<file path="src/hdl/ed_pkg.sv">
package ed_pkg;

  localparam int NUM_LANES    = 4;
  localparam int MAX_CHANNELS = 4;
  localparam int SAMPLE_W     = 16;
  localparam int LEVEL_W      = 8;
  localparam int ROW_W_BITS   = 13;
  localparam int CHAN_BITS    = 3;
  localparam int CFG_IDX_W    = 3;
  localparam int CFG_DATA_W   = 13;
  localparam int DIV_STEPS    = 16;
  localparam int DIV_CNT_W    = 4;

  localparam logic [CFG_IDX_W-1:0] CFG_ROW_WIDTH     = 3'd0;
  localparam logic [CFG_IDX_W-1:0] CFG_CHANNEL_COUNT = 3'd1;
  localparam logic [CFG_IDX_W-1:0] CFG_MAX_LEVEL_A   = 3'd2;
  localparam logic [CFG_IDX_W-1:0] CFG_MAX_LEVEL_B   = 3'd3;
  localparam logic [CFG_IDX_W-1:0] CFG_MAX_LEVEL_C   = 3'd4;
  localparam logic [CFG_IDX_W-1:0] CFG_MAX_LEVEL_D   = 3'd5;

  typedef struct packed {
    logic [SAMPLE_W-1:0] sample_a;
    logic [SAMPLE_W-1:0] sample_b;
    logic [SAMPLE_W-1:0] sample_c;
    logic [SAMPLE_W-1:0] sample_d;
    logic                in_final_row;
  } in_word_t;

  typedef struct packed {
    logic [LEVEL_W-1:0] level_a;
    logic [LEVEL_W-1:0] level_b;
    logic [LEVEL_W-1:0] level_c;
    logic [LEVEL_W-1:0] level_d;
    logic               row_end;
  } out_word_t;

  typedef struct packed {
    logic clr_en;
    logic load;
    logic tgt_en;
    logic lvl_en;
    logic div_load;
    logic div_step;
    logic wr_a;
    logic wr_b;
  } ctrl_cmd_t;

  typedef struct packed {
    logic clr_done;
    logic need_wra;
  } ctrl_sts_t;

endpackage

</file>
<file path="src/hdl/ed_ctrl.sv">
module ed_ctrl (
  input  logic              clk,
  input  logic              rst_n,
  input  logic              in_valid,
  output logic              in_ready,
  output logic              out_valid,
  input  logic              out_ready,
  input  ed_pkg::ctrl_sts_t sts,
  output ed_pkg::ctrl_cmd_t cmd
);

  localparam logic [2:0] S_CLEAR = 3'd0;
  localparam logic [2:0] S_IDLE  = 3'd1;
  localparam logic [2:0] S_TGT   = 3'd2;
  localparam logic [2:0] S_LVL   = 3'd3;
  localparam logic [2:0] S_DLOAD = 3'd4;
  localparam logic [2:0] S_DIV   = 3'd5;
  localparam logic [2:0] S_WRA   = 3'd6;
  localparam logic [2:0] S_WRB   = 3'd7;

  localparam logic [ed_pkg::DIV_CNT_W-1:0] DIV_LAST = ed_pkg::DIV_CNT_W'(ed_pkg::DIV_STEPS - 1);

  logic [2:0]                   state_r, state_nxt;
  logic [ed_pkg::DIV_CNT_W-1:0] div_cnt_r, div_cnt_nxt;
  logic                         out_valid_r, out_valid_nxt;
  logic                         out_free;

  assign out_free  = !out_valid_r || out_ready;
  assign out_valid = out_valid_r;
  assign in_ready  = (state_r == S_IDLE);

  always_comb begin
    state_nxt   = state_r;
    div_cnt_nxt = div_cnt_r;
    cmd         = '0;
    case (state_r)
      S_CLEAR: begin
        cmd.clr_en = 1'b1;
        if (sts.clr_done) state_nxt = S_IDLE;
      end
      S_IDLE: begin
        if (in_valid) begin
          cmd.load  = 1'b1;
          state_nxt = S_TGT;
        end
      end
      S_TGT: begin
        cmd.tgt_en = 1'b1;
        state_nxt  = S_LVL;
      end
      S_LVL: begin
        cmd.lvl_en = 1'b1;
        state_nxt  = S_DLOAD;
      end
      S_DLOAD: begin
        cmd.div_load = 1'b1;
        div_cnt_nxt  = '0;
        state_nxt    = S_DIV;
      end
      S_DIV: begin
        cmd.div_step = 1'b1;
        div_cnt_nxt  = div_cnt_r + 1'b1;
        if (div_cnt_r == DIV_LAST) state_nxt = sts.need_wra ? S_WRA : S_WRB;
      end
      S_WRA: begin
        cmd.wr_a  = 1'b1;
        state_nxt = S_WRB;
      end
      S_WRB: begin
        // Commit only once the output register can take the new word.
        if (out_free) begin
          cmd.wr_b  = 1'b1;
          state_nxt = S_IDLE;
        end
      end
      default: state_nxt = S_IDLE;
    endcase
  end

  always_comb begin
    out_valid_nxt = out_valid_r;
    if (cmd.wr_b) out_valid_nxt = 1'b1;
    else if (out_ready) out_valid_nxt = 1'b0;
  end

  always_ff @(posedge clk) begin
    if (!rst_n) begin
      state_r     <= S_CLEAR;
      div_cnt_r   <= '0;
      out_valid_r <= 1'b0;
    end else begin
      state_r     <= state_nxt;
      div_cnt_r   <= div_cnt_nxt;
      out_valid_r <= out_valid_nxt;
    end
  end

endmodule

</file>
<file path="config.mk">
export PLATFORM = sky130hd
export DESIGN_NAME = ed_ctrl
export DESIGN_NICKNAME = d
export VERILOG_FILES = /design/src/hdl/ed_pkg.sv /design/src/hdl/ed_ctrl.sv
export SDC_FILE = /design/constraint.sdc
export NUM_CORES = 1
export LEC_CHECK = 0
export BUFFER_PORTS_ARGS = -buffer_cell sky130_fd_sc_hd__buf_2
export CAP_MARGIN = 20
export CORE_AREA = 2 2 39 41
export CTS_CLUSTER_SIZE = 16
export DETAILED_ROUTE_END_ITERATION = 10
export DIE_AREA = 0 0 41 43
export SETUP_SLACK_MARGIN = 0.4
export SLEW_MARGIN = 20
export SYNTH_ARGS = -nofsm -noshare
export SYNTH_HDL_FRONTEND = slang
export SYNTH_SLANG_ARGS = --single-unit
</file>
<file path="constraint.sdc">
create_clock -name clk -period 2.7 [get_ports clk]
set_clock_uncertainty 0.15 [all_clocks]
set_input_delay 0.675 -clock clk [delete_from_list [all_inputs] [get_ports clk]]
set_output_delay 0.675 -clock clk [all_outputs]
set_load 0.01 [all_outputs]
</file>
## After elaboration in Yosys (flattened, before gate mapping)

Index checks and enable logic that the tools add are counted.

| cells by class | value |
|---|---|
| multipliers | 0 |
| multiplexer cells | 19 |
| $lt $le $gt $ge | 0 |
| eq/ne operators | 12 |
| shift-type cells | 0 |
| div/mod/pow operators | 0 |
| reduce and logical (&&, ||, !) cells | 6 |
| add/sub/neg operators | 1 |
| bitwise gates (word level) | 0 |

Operator list:

| cell | count |
|---|---|
| 3-bit one-hot mux with 8 select lines | 1 |
| 1-bit 2-to-1 mux | 13 |
| 3-bit == test, second input constant | 4 |
| 3-bit 2-to-1 mux | 4 |
| 2-bit inequality test, second input constant | 4 |
| 4-bit one-hot mux with 2 select lines | 1 |
| 3-bit by 2-bit == test with 1-bit output, second input constant | 2 |
| 4-bit by 1-bit adder with 4-bit output, second input constant | 1 |
| 4-bit == test, second input constant | 1 |
| 4-bit AND reduction | 1 |
| 2-bit nonzero test | 2 |
| 3-bit by 1-bit == test with 1-bit output, second input constant | 1 |
| 3-bit zero test | 1 |
| 1-bit zero test | 1 |
| 1-bit logical OR | 1 |

| storage, ports and cells | value |
|---|---|
| flip-flop bits (word level) | 8 |
| word-level logic and storage cells | 41 |
| input port bits | 6 |
| output and inout bits | 10 |
| RAM bits | 0 |
| memories | 0 |
| bits in latches | 0 |
| memory bits (read-only) | 0 |

## Logic depth before layout (Yosys ltp)

| depth | value |
|---|---|
| depth in word-level cells | 5 |
| depth in mapped cells | 7 |
| mapped depth without buffers | 7 |

## Worst setup path after synthesis

Ideal clock, no wire load.

| path | value |
|---|---|
| kind | input -> output |
| start point | in out_ready |
| end point | out cmd[0] (netlist bit) |
| required time | 1.875 ns |
| path buffers | 1 |
| stages on the path | 3 |
| arrival time | 1.068 ns |
| setup slack | 0.807 ns |
| cells stage by stage | nand2b_1 -> nor2b_1 -> buf_4 |

RTL lines:

| item | line | source |
|---|---|---|
| start: declaration | ed_ctrl.sv:7 | `input logic out_ready,` |
| end: declaration | ed_ctrl.sv:9 | `output ed_pkg::ctrl_cmd_t cmd` |

==> key figures <==
Outcome
  • Status: complete, no violations

Logic synthesis
  • Synth Flop Type: dfxtp_1
  • Syn nets: 77
  • Commonest cells in the netlist: dfxtp_1 (8), nor2_1 (8), ha_1 (5), nand2_1 (5)
  • Top cells by area, synth: dfxtp_1 (30%), ha_1 (12%), and2b_1 (5.7%), nor2_1 (5.7%), a21boi_0 (4.2%)
  • Flop and latch count out of synthesis: 8
  • Mapped Area: 531 um2
  • YS warnings: 0
  • Adder-cell share of the synthesized area: 11.8%
  • Asr flop ratio synth: 0%
  • Syn Inst Count: 66
  • Yosys top cell area share: 30.2%
  • EDFF count, synth: 0
  • Xor and xnor fraction of the mapped netlist area: 0%
  • Synth Area per Inst: 8.04 um2
  • Synth area leader: dfxtp_1
  • Seq/Total Area, Yosys: 30.2%
  • Synth Area in Simple Gates: 34.9%
  • Post-synthesis mux area share: 1.89%
  • Synth unique cells: 24
  • Compound-Gate Fraction of Synth Area: 15.6%
  • Largest family of logic cells by synthesized area: simple AND/OR/NAND/NOR gates

Floorplanning
  • Core outline area: 1380 um2
  • Row Count: 14
  • Die Width: 41 um
  • Starting Density: 38.3%
  • Die Height: 43 um
  • Total die area: 1760 um2
  • I/O pins: 16

Timing
  • Final setup fails: 0
  • Setup TNS Final: 0 ns
  • Final Hold Viols: 0
  • Period minus WS final: 2.14 ns
  • Achievable Freq: 468 MHz
  • Actual slew at the worst max-slew pin: 0.355 ns
  • Max-slew violations: 0
  • Period utilisation layout: 79.2%
  • Relative slew slack: 76.3%
  • RSZ-0062 raised after global routing: false

Detailed routing
  • Wire length per cell: 10.5 um
  • DRC viols: 0
  • Final wirelength: 1030 um
  • ANT nets after route: 0
  • DR vias/cell: 5.05
  • DR pass1 iterations: 4
  • DRT iter0 DRCs: 6
  • Via Count: 495

Global route
  • Gr usage total: 14.7%
  • Vias in the first global route: 420
  • Grt met3 use: 9.42%
  • First-pass GRT wire length: 1740 um
  • GRT overflow: 0
  • Global routing usage on met1: 18.4%
  • GRT Max-Usage Layer: met2
  • Largest net degree at the start of global routing: 14
  • Initial antenna violation count: 0
  • M2 GR Usage: 21.3%

Worst hold path
  • HP Class: flop to flop

CTS
  • Clock Latency Late Sink: 0.26 ns
  • Hold-fix buffer count after cts: 0
  • Number of CTS-inserted buffers: 3
  • Clock buffer depth: 2
  • CTS resizes: 0
  • Clk root buf: clkbuf_4
  • # Post-CTS Setup Buffers: 0
  • H-tree depth: 1
  • CTS tree: built
  • Reg clk slew, reported paths: 0.05 ns
  • Clock Sinks: 8

Setup path
  • Critical path startpoint category: flop
  • CP max stage cell: dfxtp_2
  • Worst r2r dst: state_r[0]$_SDFFE_PN0P_
  • CP max FO: 7
  • Reg2reg start: state_r[0]$_SDFFE_PN0P_
  • R2R cell count: 6
  • CP Capture Type: output port
  • Critical path class: flop to output port
  • Critical path origin: state_r[1]$_SDFFE_PN0P_
  • Worst setup path endpoint: cmd[6]
  • Arrival time at the worst endpoint: 1.31 ns
  • Worst-path cell chain: inv_1 -> ha_2 -> and2b_1 -> and2_1 -> buf_2
  • R2R setup slack: 0.93 ns
  • WP data required: 1.88 ns
  • Worst path max stage delay: 0.34 ns

Pwr
  • Pleak: 0.317 nW
  • Pwr/cell area: 721 nW/um2
  • Max rail drop VDD: 324 uV

Placement
  • Placed wire-length estimate: 806 um
  • Gpl congestion: 0.724
  • Port-buffer cells: 15
  • Area after DPL: 611 um2

Finish
  • Fillers: 155
  • Nets@finish: 95
  • Reg area: 161 um2
  • Ant. Diodes: 0
  • Fin area: 637 um2
  • Layout cells sized above 1: 24.4%
  • P&R area growth vs syn: 20.0%
  • Area of the multi-input gates: 343 um2

Job
  • Max capacitance violation total: 0
routing by layer:
| metal | vias up | share of wire (%) |
|---|---|---|
| met5 | - | 0 |
| met1 | 227 | 46 |
| li1 | 257 | - |
| met3 | 0 | 5.5 |
| met4 | 0 | 0 |
| met2 | 11 | 48 |
cells by family (layout without fill, tap and decap cells):
logic type               Yosys count  in the layout
AND/OR/NAND/NOR                   33             33
adder cells (fa/ha/maj)            5              5
multiplexers                       1              1
buffers and inverters              6             22
flip-flops                         8              8
AO/OA/AOI/OAI                     13             13
placed cells by master (no fill, tap or decap):
cell      count
nor3_1        1
nand2b_1      3
dfxtp_1       7
and2_1        3
nand4_1       1
o211a_1       1
and2b_1       4
nor2b_1       3
nand3b_1      2
mux2i_1       1
o22ai_1       1
clkbuf_4      3
o21ai_0       3
nor3b_1       1
and3_1        1
a22oi_1       1
dfxtp_2       1
ha_2          1
a21oi_1       3
a31oi_1       1
ha_1          4
buf_2        15
nor2_1        8
nand2_1       5
or4b_1        1
a21boi_0      3
inv_1         4
per-stage QoR:
step | util [%] | power [mW] | hold WS [ns] | std cells | setup WS (ns)
global route | 46.0 | 0.503 | 0.359 | 98 | 0.443
floorplan | - | 0.307 | 0.316 | 66 | 0.807
finish | 46.0 | 0.459 | 0.330 | 98 | 0.563
global placement | 44.1 | 0.365 | 0.332 | 95 | 0.706
CTS | 45.8 | 0.463 | 0.351 | 98 | 0.415
detailed placement | 44.1 | 0.369 | 0.342 | 95 | 0.687
worst max-delay path, delay by kind of cell (launching register included):
kind	cells	cell delay (ns)
buffers and inverters	2	0.20
DFF	1	0.34
and+or+nand+nor	2	0.31
adders and majority gates	1	0.21
power by group:
group | internal (mW) | switching, mW | total (mW)
clock | 0.0510 | 0.0428 | 0.0938
sequential | 0.135 | 0.0180 | 0.153
combinational | 0.101 | 0.111 | 0.212
final cells by class:
cell class | count | share of cell area [%]
Clock buffer | 3 | 3.54
Inverter | 4 | 2.36
Multi-Input combinational cell | 52 | 53.8
Sequential cell | 8 | 25.3
Tap cell | 16 | 3.14
Timing Repair Buffer | 15 | 11.8
sequential cells by signal, indices dropped and copies added, names as in the netlist:
signal,flops
div_cnt_r,4
out_valid,1
state_r,3
worst min path at each step:
stage                                     end  cells after the start                       from
finish                state_r[1]$_SDFFE_PN0P_                      2    state_r[1]$_SDFFE_PN0P_
global route          state_r[1]$_SDFFE_PN0P_                      2    state_r[1]$_SDFFE_PN0P_
CTS                 div_cnt_r[3]$_SDFFE_PN0P_                      2  div_cnt_r[3]$_SDFFE_PN0P_
detailed placement  div_cnt_r[3]$_SDFFE_PN0P_                      2  div_cnt_r[3]$_SDFFE_PN0P_
global placement    div_cnt_r[3]$_SDFFE_PN0P_                      2  div_cnt_r[3]$_SDFFE_PN0P_
floorplan           div_cnt_r[3]$_SDFFE_PN0P_                      2  div_cnt_r[3]$_SDFFE_PN0P_
Note: power is estimated with default switching activity, not from simulation.
